--- src/rtl/arpt_pkg.sv ---
// Shared constants for the address resolution pending table.
package arpt_pkg;

  localparam int unsigned CAPACITY_DEFAULT    = 16;
  localparam int unsigned HANDLE_BITS_DEFAULT = 10;

  localparam int unsigned ADDR_W  = 32;
  localparam int unsigned MAC_W   = 48;
  localparam int unsigned LIMIT_W = 4;

  localparam logic [LIMIT_W-1:0] LIMIT_RESET = 4'd10;

  localparam logic KIND_PARK    = 1'b0;
  localparam logic KIND_RESOLVE = 1'b1;

  localparam logic RES_RELEASE = 1'b0;
  localparam logic RES_DROP    = 1'b1;

endpackage

--- src/rtl/address_resolution_pending_table.sv ---
// Pending frame table: parks frame handles under a next-hop address until it resolves.
//
// Input stream s_axis: tuser = kind (0 park, 1 resolve); tdata = ip_addr, frame_handle, mac_addr.
// Output stream m_axis: tuser = result_kind (0 release, 1 drop); tdata = out_frame, dest_mac;
// tlast marks the final result of one input transfer.
// Config cfg: 4-bit occupancy limit, reset value 10; user writes it only while idle, unchecked.
//
// Entries live in a CAPACITY-deep memory used as a ring, newest entry at the head pointer.
// One address comparator walks the entries under a small sequencer; the walk is bound by
// the single memory read port, one entry per cycle while the output is not stalled.
// - park, no eviction: no result.
// - park with eviction: one drop result.
// - resolve: one release per match, newest first; the table is
//   compacted in the same walk. A resolve on an empty table gives no result.
// s_axis_tready is high only between items. A stalled receiver holds the result in the
// output register and stops the walk at the next match until the register drains.
// After reset the table is empty and the limit is 10; no clearing pass is needed.
module address_resolution_pending_table #(
  parameter int unsigned CAPACITY    = arpt_pkg::CAPACITY_DEFAULT,
  parameter int unsigned HANDLE_BITS = arpt_pkg::HANDLE_BITS_DEFAULT,
  localparam int unsigned IN_W  = arpt_pkg::ADDR_W + HANDLE_BITS + arpt_pkg::MAC_W,
  localparam int unsigned IN_BW = ((IN_W + 7) / 8) * 8,
  localparam int unsigned OUT_W  = HANDLE_BITS + arpt_pkg::MAC_W,
  localparam int unsigned OUT_BW = ((OUT_W + 7) / 8) * 8
) (
  input  logic                           clk_i,
  input  logic                           rst_ni,
  input  logic                           s_axis_tvalid,
  output logic                           s_axis_tready,
  input  logic [IN_BW-1:0]               s_axis_tdata,  // ip_addr, frame_handle, mac_addr
  input  logic                           s_axis_tuser,  // kind
  output logic                           m_axis_tvalid,
  input  logic                           m_axis_tready,
  output logic [OUT_BW-1:0]              m_axis_tdata,  // out_frame, dest_mac
  output logic                           m_axis_tuser,  // result_kind
  output logic                           m_axis_tlast,
  input  logic                           cfg_valid,
  output logic                           cfg_ready,
  input  logic [arpt_pkg::LIMIT_W-1:0]   cfg_data
);

  localparam int unsigned IDX_W = (CAPACITY > 1) ? $clog2(CAPACITY) : 1;
  localparam int unsigned CNT_W = $clog2(CAPACITY + 1);
  localparam int unsigned CMP_W = (CNT_W > arpt_pkg::LIMIT_W) ? CNT_W : arpt_pkg::LIMIT_W;
  localparam int unsigned AW    = arpt_pkg::ADDR_W;
  localparam int unsigned MW    = arpt_pkg::MAC_W;

  localparam logic [1:0] S_IDLE  = 2'd0;
  localparam logic [1:0] S_EVICT = 2'd1;
  localparam logic [1:0] S_SCAN  = 2'd2;
  localparam logic [1:0] S_FLUSH = 2'd3;

  typedef struct packed {
    logic [AW-1:0]          addr;
    logic [HANDLE_BITS-1:0] frame;
  } entry_t;

  function automatic logic [IDX_W-1:0] ptr_inc(input logic [IDX_W-1:0] p);
    ptr_inc = (p == IDX_W'(CAPACITY - 1)) ? '0 : IDX_W'(p + 1'b1);
  endfunction

  function automatic logic [IDX_W-1:0] ptr_dec(input logic [IDX_W-1:0] p);
    ptr_dec = (p == '0) ? IDX_W'(CAPACITY - 1) : IDX_W'(p - 1'b1);
  endfunction

  logic [1:0]                  state_q, state_d;
  logic [IDX_W-1:0]            head_q, head_d;
  logic [CNT_W-1:0]            count_q, count_d;
  logic [arpt_pkg::LIMIT_W-1:0] limit_q;
  logic [CNT_W-1:0]            idx_q, idx_d;
  logic [CNT_W-1:0]            kept_q, kept_d;
  logic [IDX_W-1:0]            rd_ptr_q, rd_ptr_d;
  logic [IDX_W-1:0]            wr_ptr_q, wr_ptr_d;
  logic                        pend_valid_q, pend_valid_d;
  logic [HANDLE_BITS-1:0]      pend_frame_q, pend_frame_d;
  logic                        out_valid_q, out_valid_d;

  logic [AW-1:0]               item_addr_q, item_addr_d;
  logic [HANDLE_BITS-1:0]      item_frame_q, item_frame_d;
  logic [MW-1:0]               item_mac_q, item_mac_d;

  logic                        out_kind_q, out_kind_d;
  logic [HANDLE_BITS-1:0]      out_frame_q, out_frame_d;
  logic [MW-1:0]               out_mac_q, out_mac_d;
  logic                        out_last_q, out_last_d;

  entry_t                      mem_q [CAPACITY];
  entry_t                      rd_data_q;
  logic [IDX_W-1:0]            rd_addr;
  logic                        mem_we;
  logic [IDX_W-1:0]            mem_wa;
  entry_t                      mem_wd;

  logic                        s_accept;
  logic                        out_load;
  logic                        out_free;
  logic                        evict;
  logic                        match;
  logic                        advance;

  logic [AW-1:0]               in_addr;
  logic [HANDLE_BITS-1:0]      in_frame;
  logic [MW-1:0]               in_mac;

  assign in_addr  = s_axis_tdata[AW-1:0];
  assign in_frame = s_axis_tdata[AW +: HANDLE_BITS];
  assign in_mac   = s_axis_tdata[AW + HANDLE_BITS +: MW];

  assign s_axis_tready = (state_q == S_IDLE);
  assign s_accept      = s_axis_tvalid && s_axis_tready;
  assign cfg_ready     = 1'b1;
  assign out_free      = !out_valid_q || m_axis_tready;

  assign evict = (count_q != '0) &&
                 ((CMP_W'(count_q) > CMP_W'(limit_q)) ||
                  (count_q >= CNT_W'(CAPACITY)));
  assign match = (rd_data_q.addr == item_addr_q);

  always_comb begin
    state_d      = state_q;
    head_d       = head_q;
    count_d      = count_q;
    idx_d        = idx_q;
    kept_d       = kept_q;
    rd_ptr_d     = rd_ptr_q;
    wr_ptr_d     = wr_ptr_q;
    pend_valid_d = pend_valid_q;
    pend_frame_d = pend_frame_q;
    item_addr_d  = item_addr_q;
    item_frame_d = item_frame_q;
    item_mac_d   = item_mac_q;
    out_load     = 1'b0;
    out_kind_d   = out_kind_q;
    out_frame_d  = out_frame_q;
    out_mac_d    = out_mac_q;
    out_last_d   = out_last_q;
    rd_addr      = rd_ptr_q;
    mem_we       = 1'b0;
    mem_wa       = head_q;
    mem_wd       = '{addr: item_addr_q, frame: item_frame_q};
    advance      = 1'b0;

    unique case (state_q)
      S_IDLE: begin
        rd_addr = head_q;
        if (s_axis_tvalid) begin
          item_addr_d  = in_addr;
          item_frame_d = in_frame;
          item_mac_d   = in_mac;
          if (s_axis_tuser == arpt_pkg::KIND_PARK) begin
            if (evict) begin
              state_d = S_EVICT;
            end else begin
              mem_we  = 1'b1;
              mem_wa  = ptr_dec(head_q);
              mem_wd  = '{addr: in_addr, frame: in_frame};
              head_d  = ptr_dec(head_q);
              count_d = CNT_W'(count_q + 1'b1);
            end
          end else if (count_q != '0) begin
            state_d  = S_SCAN;
            idx_d    = '0;
            kept_d   = '0;
            rd_ptr_d = head_q;
            wr_ptr_d = head_q;
          end
        end
      end
      S_EVICT: begin
        rd_addr = head_q;
        if (out_free) begin
          out_load    = 1'b1;
          out_kind_d  = arpt_pkg::RES_DROP;
          out_frame_d = rd_data_q.frame;
          out_mac_d   = '0;
          out_last_d  = 1'b1;
          mem_we      = 1'b1;
          state_d     = S_IDLE;
        end
      end
      S_SCAN: begin
        advance = !match || !pend_valid_q || out_free;
        if (!match) begin
          mem_we   = 1'b1;
          mem_wa   = wr_ptr_q;
          mem_wd   = rd_data_q;
          wr_ptr_d = ptr_inc(wr_ptr_q);
          kept_d   = CNT_W'(kept_q + 1'b1);
        end else if (!pend_valid_q) begin
          pend_valid_d = 1'b1;
          pend_frame_d = rd_data_q.frame;
        end else if (out_free) begin
          out_load     = 1'b1;
          out_kind_d   = arpt_pkg::RES_RELEASE;
          out_frame_d  = pend_frame_q;
          out_mac_d    = item_mac_q;
          out_last_d   = 1'b0;
          pend_frame_d = rd_data_q.frame;
        end
        if (advance) begin
          rd_addr  = ptr_inc(rd_ptr_q);
          rd_ptr_d = ptr_inc(rd_ptr_q);
          idx_d    = CNT_W'(idx_q + 1'b1);
          if (CNT_W'(idx_q + 1'b1) == count_q) begin
            count_d = kept_d;
            state_d = S_FLUSH;
          end
        end
      end
      S_FLUSH: begin
        if (!pend_valid_q) begin
          state_d = S_IDLE;
        end else if (out_free) begin
          out_load     = 1'b1;
          out_kind_d   = arpt_pkg::RES_RELEASE;
          out_frame_d  = pend_frame_q;
          out_mac_d    = item_mac_q;
          out_last_d   = 1'b1;
          pend_valid_d = 1'b0;
          state_d      = S_IDLE;
        end
      end
      default: begin
        state_d = S_IDLE;
      end
    endcase

    if (out_load) begin
      out_valid_d = 1'b1;
    end else if (m_axis_tready) begin
      out_valid_d = 1'b0;
    end else begin
      out_valid_d = out_valid_q;
    end
  end

  always_ff @(posedge clk_i or negedge rst_ni) begin
    if (!rst_ni) begin
      state_q      <= S_IDLE;
      head_q       <= '0;
      count_q      <= '0;
      limit_q      <= arpt_pkg::LIMIT_RESET;
      idx_q        <= '0;
      kept_q       <= '0;
      rd_ptr_q     <= '0;
      wr_ptr_q     <= '0;
      pend_valid_q <= 1'b0;
      out_valid_q  <= 1'b0;
    end else begin
      state_q      <= state_d;
      head_q       <= head_d;
      count_q      <= count_d;
      idx_q        <= idx_d;
      kept_q       <= kept_d;
      rd_ptr_q     <= rd_ptr_d;
      wr_ptr_q     <= wr_ptr_d;
      pend_valid_q <= pend_valid_d;
      out_valid_q  <= out_valid_d;
      if (cfg_valid && cfg_ready) begin
        limit_q <= cfg_data;
      end
    end
  end

  always_ff @(posedge clk_i) begin
    pend_frame_q <= pend_frame_d;
    item_addr_q  <= item_addr_d;
    item_frame_q <= item_frame_d;
    item_mac_q   <= item_mac_d;
    out_kind_q   <= out_kind_d;
    out_frame_q  <= out_frame_d;
    out_mac_q    <= out_mac_d;
    out_last_q   <= out_last_d;
  end

  always_ff @(posedge clk_i) begin
    if (mem_we) begin
      mem_q[mem_wa] <= mem_wd;
    end
    rd_data_q <= mem_q[rd_addr];
  end

  assign m_axis_tvalid = out_valid_q;
  assign m_axis_tuser  = out_kind_q;
  assign m_axis_tlast  = out_last_q;
  assign m_axis_tdata  = OUT_BW'({out_mac_q, out_frame_q});

  a_count_bound: assert property (@(posedge clk_i) disable iff (!rst_ni)
    count_q <= CNT_W'(CAPACITY))
    else $error("entry count beyond capacity");

  a_park_grows: assert property (@(posedge clk_i) disable iff (!rst_ni)
    (s_accept && s_axis_tuser == arpt_pkg::KIND_PARK && !evict)
    |=> count_q == CNT_W'($past(count_q) + 1'b1))
    else $error("park without eviction did not add an entry");

  a_drop_is_last: assert property (@(posedge clk_i) disable iff (!rst_ni)
    (m_axis_tvalid && m_axis_tuser == arpt_pkg::RES_DROP) |-> m_axis_tlast)
    else $error("drop result not marked last");

  a_idle_no_pending: assert property (@(posedge clk_i) disable iff (!rst_ni)
    (state_q == S_IDLE) |-> !pend_valid_q)
    else $error("pending release left over between items");

endmodule

--- config.mk ---
export PLATFORM = sky130hd
export DESIGN_NAME = address_resolution_pending_table
export DESIGN_NICKNAME = d
export VERILOG_FILES = /design/src/rtl/arpt_pkg.sv /design/src/rtl/address_resolution_pending_table.sv
export SDC_FILE = /design/constraint.sdc
export NUM_CORES = 1
export LEC_CHECK = 0
export BUFFER_PORTS_ARGS = -buffer_cell sky130_fd_sc_hd__buf_2
export CORE_MARGIN = 3
export CORE_UTILIZATION = 41
export CTS_CLUSTER_SIZE = 14
export DETAILED_ROUTE_END_ITERATION = 8
export SYNTH_ARGS = -nofsm -noshare
export SYNTH_HDL_FRONTEND = slang
export SYNTH_SLANG_ARGS = --single-unit
--- constraint.sdc ---
create_clock -name clk_i -period 5.7 [get_ports clk_i]
set_input_delay 0.57 -clock clk_i [delete_from_list [all_inputs] [get_ports clk_i]]
set_output_delay 0.57 -clock clk_i [all_outputs]
set_load 0.02 [all_outputs]
== Word level (Yosys, flattened, before mapping) ==
Memory sizes are Yosys's and may differ from the RTL's. A register that Yosys moved wholly into a read port is not among the register bits.
Cells that the tools add are included.
W data, S select, Z words.
Storage, ports and cells
  memories kept: 1
  memory bits (writable): 672
  output and inout bits: 69
  bits in registers: 195
Cells by class
  reduce and logical (&&, ||, !) cells: 26
  add/sub/neg operators: 6
  magnitude comparators: 2
  equal/unequal tests: 23
  multiplexer cells: 82
Memory list
  mem_q: words 16, bits a word 42, rd ports 1, clocked after memory_dff 1, write ports 1, line address_resolution_pending_table.sv:87  | entry_t mem_q [CAPACITY];
Operator list (count)
  $mux W48: 4
  $mux W42: 4
  $pmux W48 S3: 1
  $pmux W42 S2: 1
  $mux W10: 5
  $mux W5: 10
  $mux W4: 12
  $eq A32 B32 Y1: 1
  $pmux W4 S2: 4
  $pmux W10 S3: 1
  $pmux W5 S2: 3
  $mux W1: 23
  $ne A2 B2 Y1 const B: 11
  $reduce_and A5 Y1: 4
  $mux W2: 8
  $add A5 B1 Y5 const B: 3
  $pmux W1 S3: 4
  $add A4 B1 Y4 const B: 2
  $eq A4 B4 Y1 const B: 2
  $pmux W2 S4: 1
  $ne A2 B1 Y1 const B: 3
  $reduce_and A3 Y1: 2
  $reduce_and A6 Y1: 1
  $reduce_bool A2 Y1: 3
  19 further kinds: 26

== Logic depth before layout (Yosys ltp) ==
  word-level depth: 9
  gate-level depth with buffers: 12
  depth with buffers taken out: 11

== Least setup slack after synthesis ==
Ideal clock, no wire load.
  kind: register to register
  start: reg state_q[0]
  end: reg item_addr_q[0] (enable)
  library setup time: 0.540 ns
  clock period less this slack: 5.060 ns
  slack: 0.640 ns
  cell stages (with the launch flop): 5
  required time: 5.160 ns
  data arrival time: 4.521 ns
  path through: dfrtp_1 -> buf_2 -> inv_1 -> nand2_1 -> nor2_1
Between the ends
  cells in the longest elaborated chain, start to end: 2
RTL lines
  start, declared: line address_resolution_pending_table.sv:66  | logic [1:0] state_q, state_d;
  start signal, assigned: line address_resolution_pending_table.sv:250  | state_q <= state_d;
  $logic_not A2 Y1: line address_resolution_pending_table.sv:143  | unique case (state_q)
  $reduce_and A2 Y1 (no line)
  end signal, assigned: line address_resolution_pending_table.sv:267  | item_addr_q <= item_addr_d;
  end, declared: line address_resolution_pending_table.sv:78  | logic [AW-1:0] item_addr_q, item_addr_d;
No other way between the ends.
A chain may end at the register's enable or synchronous reset.

== Final worst setup path ==
  start: reg limit_q[1] (netlist bit)
  end: mem mem_q[0][36] (netlist bit) (enable)
Between the ends
  cells in the longest elaborated chain, start to end: 9
  elaborated cells on any way between the ends: 13
RTL lines
  start, declared: line address_resolution_pending_table.sv:69  | logic [arpt_pkg::LIMIT_W-1:0] limit_q;
  start signal, assigned: line address_resolution_pending_table.sv:242  | limit_q <= arpt_pkg::LIMIT_RESET;
  start signal, assigned: line address_resolution_pending_table.sv:260  | limit_q <= cfg_data;
  $gt A5 B4 Y1 (*): line address_resolution_pending_table.sv:115  | ((CMP_W'(count_q) > CMP_W'(limit_q)) ||
  $logic_or A1 B1 Y1 (*): line address_resolution_pending_table.sv:115
  $logic_and A1 B1 Y1 (*): line address_resolution_pending_table.sv:114  | assign evict = (count_q != '0) &&
  $mux W1: line address_resolution_pending_table.sv:151  | if (evict) begin
  $mux W1: line address_resolution_pending_table.sv:150  | if (s_axis_tuser == arpt_pkg::KIND_PARK) begin
  $mux W1: line address_resolution_pending_table.sv:146  | if (s_axis_tvalid) begin
  $pmux W1 S3: line address_resolution_pending_table.sv:143
  $mux W1: line address_resolution_pending_table.sv:277  | if (mem_we) begin
  $mux W1 (implied by the code): line address_resolution_pending_table.sv:278  | mem_q[mem_wa] <= mem_wd;
  end, declared: line address_resolution_pending_table.sv:87
Every way passes the cells marked *; elsewhere a longest branch is shown, timed or not.

==> results.cfg <==
[yosys]
synth_area_per_cell_um2 = 14.4
synth-edff-count = 832
synth_seq_cells = 909
synth.yosys.warnings = 0
synth_seq_area_share = 0.725
syn_area_mm2 = 0.0368
synth-async-reset-ratio = 0.0385
ys.flop_type = edfxtp_1
synthCells = 2560
yosysUniqueCellTypes = 68

[clocking]
cts-root-buf = clkbuf_16
cts.path.max_buffers = 3
post_cts_buffers = 0
cts_tree = built
clk_pin_slew_worst_paths_ns = 0.06
cts_hold_buf = 0
htree_levels = 3
cts_sinks = 909
cts_resized = 0
numCtsBuffers = 93
clk_latency_ns = 0.67

[sta]
fin_crit_sh = 0.857
rsz0062_at_grt = false
setup_viol = 0
slew_headroom = 0.236
finalCriticalPeriod_ns = 4.89
max_freq_mhz = 205
clock_skew_ns = 0.0234
timing.final.hold_violations = 0
final.setup.tns_ns = 0
drv_slew = 0
tightest_slew_ns = 1.14

[flow_run]
cap_violations = 0

[setup_path]
crit_family = simple AND/OR/NAND/NOR gates
cp_data_required_time_ns = 6.00
worstPathMaxFanout = 23
cp_data_arrival_time_ns = 5.19
crit_chain = inv_1 -> ha_1 -> nor2b_1 -> o21a_1 -> o21ai_0 -> a21oi_1 -> nor4_4 -> mux2_2 -> a221oi_1 -> nand2b_1 -> nor2_4 -> buf_4
path_class = reg -> reg
cp_slowest_stage_delay_ns = 0.90
path_buf_inv = 2
r2r_end = mem_q[0][36]
crit_path_end_kind = flop
r2r-start = limit_q[1]
r2r_slack_ns = 0.81
startpoint_type = flop
reg2reg_depth = 12
crit_slowest_cell = nor2_4

[finish]
layout-drive-gt1-share = 0.166
area_growth_pct = 15.3
nets = 2842
final_area_mm2 = 0.0425
layout_common_cells = edfxtp_1 (832), nand2_1 (471), mux2i_1 (229), buf_2 (161), a21oi_1 (123)
layout_commonest_cell = edfxtp_1

[detailed_routing]
avgViaCountPerCell = 5.59
vias = 22200
drt_iter0_markers = 2144
first_pass_iters = 6
postRouteAntennaNets = 0
drc_errors = 0
wl_mm = 93.0
wire_per_inst_um = 23.4

[place]
place_area_mm2 = 0.0393
port_buffers = 161
place.gp.congestion = 0.777
hpwl_mm = 52.1

[power]
power_density_mw_per_mm2 = 675
vdd_drop_max_mv = 0.671
leakage_nw = 15.4

[die]
die_area_mm2 = 0.0935
die_w_um = 306
io_pins = 175
core_area_mm2 = 0.0888
start_util = 0.415
die_h_um = 306
rows = 109

[status]
outcome = complete, no violations

[hold_path]
min_path_type = in -> async

[global_route]
overflow = 0
grt_pass1_wl_mm = 139
grt_max_degree = 126
antenna_found_initial = 1
track_usage = 0.195
grt_pass1_vias = 22100
==> flip-flops by register name, summed over array words and instances (netlist names), 10 cells and up <==
register / flops
item_addr_q: 32
out_frame_q: 10
rd_data_q: 42
item_mac_q: 48
item_frame_q: 10
out_mac_q: 48
mem_q: 672
pend_frame_q: 10
==> synthesized netlist by cell type (5+ instances only) <==
| cell | n | area share |
|---|---|---|
| a211oi_1 | 43 | 0.0088 |
| a21o_1 | 5 | 0.0010 |
| a21oi_1 | 125 | 0.017 |
| a221oi_1 | 6 | 0.0014 |
| a222oi_1 | 25 | 0.0068 |
| a22o_1 | 45 | 0.011 |
| a31oi_1 | 51 | 0.0087 |
| and3_1 | 45 | 0.0076 |
| buf_2 | 48 | 0.0065 |
| buf_4 | 16 | 0.0033 |
| clkbuf_1 | 87 | 0.0089 |
| dfrtp_1 | 33 | 0.022 |
| dfxtp_1 | 42 | 0.023 |
| edfxtp_1 | 832 | 0.68 |
| ha_1 | 12 | 0.0041 |
| inv_1 | 44 | 0.0045 |
| mux2_2 | 13 | 0.0040 |
| mux2i_1 | 230 | 0.062 |
| nand2_1 | 471 | 0.048 |
| nand2b_1 | 7 | 0.0012 |
| nand3_1 | 89 | 0.012 |
| nor2_1 | 69 | 0.0070 |
| nor3_1 | 5 | 0.00068 |
| nor4_2 | 46 | 0.016 |
| o21ai_0 | 33 | 0.0045 |
| o22a_1 | 15 | 0.0036 |
| o22ai_1 | 9 | 0.0015 |
| xor2_1 | 37 | 0.0088 |
==> area by class of cell <==
type                       instances  area [µm²]
fill                            7572       46300
sequential                       909       26700
multi-input combinational       1452        9500
clock buffer                     135        2650
timing repair buffer             223        1500
tap                             1165        1460
clock inverter                    41         499
inverter                          45         169
antenna                            1        2.50
==> power by group <==
| group | leakage (nW) | switching, mW | internal (mW) |
|---|---|---|---|
| clock network | 1.53 | 2.52 | 3.65 |
| logic | 5.50 | 8.02 | 3.70 |
| registers | 8.36 | 0.604 | 10.2 |
==> per-stage QoR <==
stage	utilization	cells	worst slack, ns	hold WS (ns)	power [mW]
after detailed placement	0.443	3794	0.793	0.463	22.6
after floorplan	-	2565	0.640	0.274	18.7
after global placement	0.443	3794	0.808	0.450	22.3
after CTS	0.478	3970	0.780	0.00712	28.9
after global routing	0.478	3970	0.456	0.0522	30.2
final	0.478	3971	0.814	0.0164	28.7
==> worst max path at each step <==
stage               startpoint              to  depth (start not counted)  slack (ns)
finish              limit_q[1]    mem_q[0][36]                         12        0.81
global route        limit_q[1]    mem_q[0][32]                         12        0.46
floorplan           state_q[0]  item_addr_q[0]                          4        0.64
CTS                 limit_q[1]    mem_q[0][32]                         12        0.78
global placement    limit_q[1]    mem_q[0][11]                         12        0.81
detailed placement  limit_q[1]    mem_q[0][11]                         12        0.79
==> metal layers <==
metal	GRT usage	share of wire
met3	0.0326	0.069
met4	0.0531	0.022
met5	0	0
met2	0.312	0.47
met1	0.279	0.44
==> worst register-to-register path: stages (launching register included) <==
cell and delay, ns:
dfstp_2 0.53, inv_1 0.06, ha_1 0.28, nor2b_1 0.13, o21a_1 0.16, o21ai_0 0.15, a21oi_1 0.16, nor4_4 0.53
mux2_2 0.42, a221oi_1 0.35, nand2b_1 0.31, nor2_4 0.90, buf_4 0.56
==> cells by family after synthesis <==
logic type,count (synthesis),synth area share
flip-flops,909,0.725
AND/OR/NAND/NOR,761,0.0986
AO/OA/AOI/OAI,386,0.0707
multiplexers,245,0.0671
buffers and inverters,204,0.0249
XOR/XNOR,41,0.00975
adder cells (fa/ha/maj),12,0.00407
other,2,0.000204
Note: power is estimated with default switching activity, not from simulation.
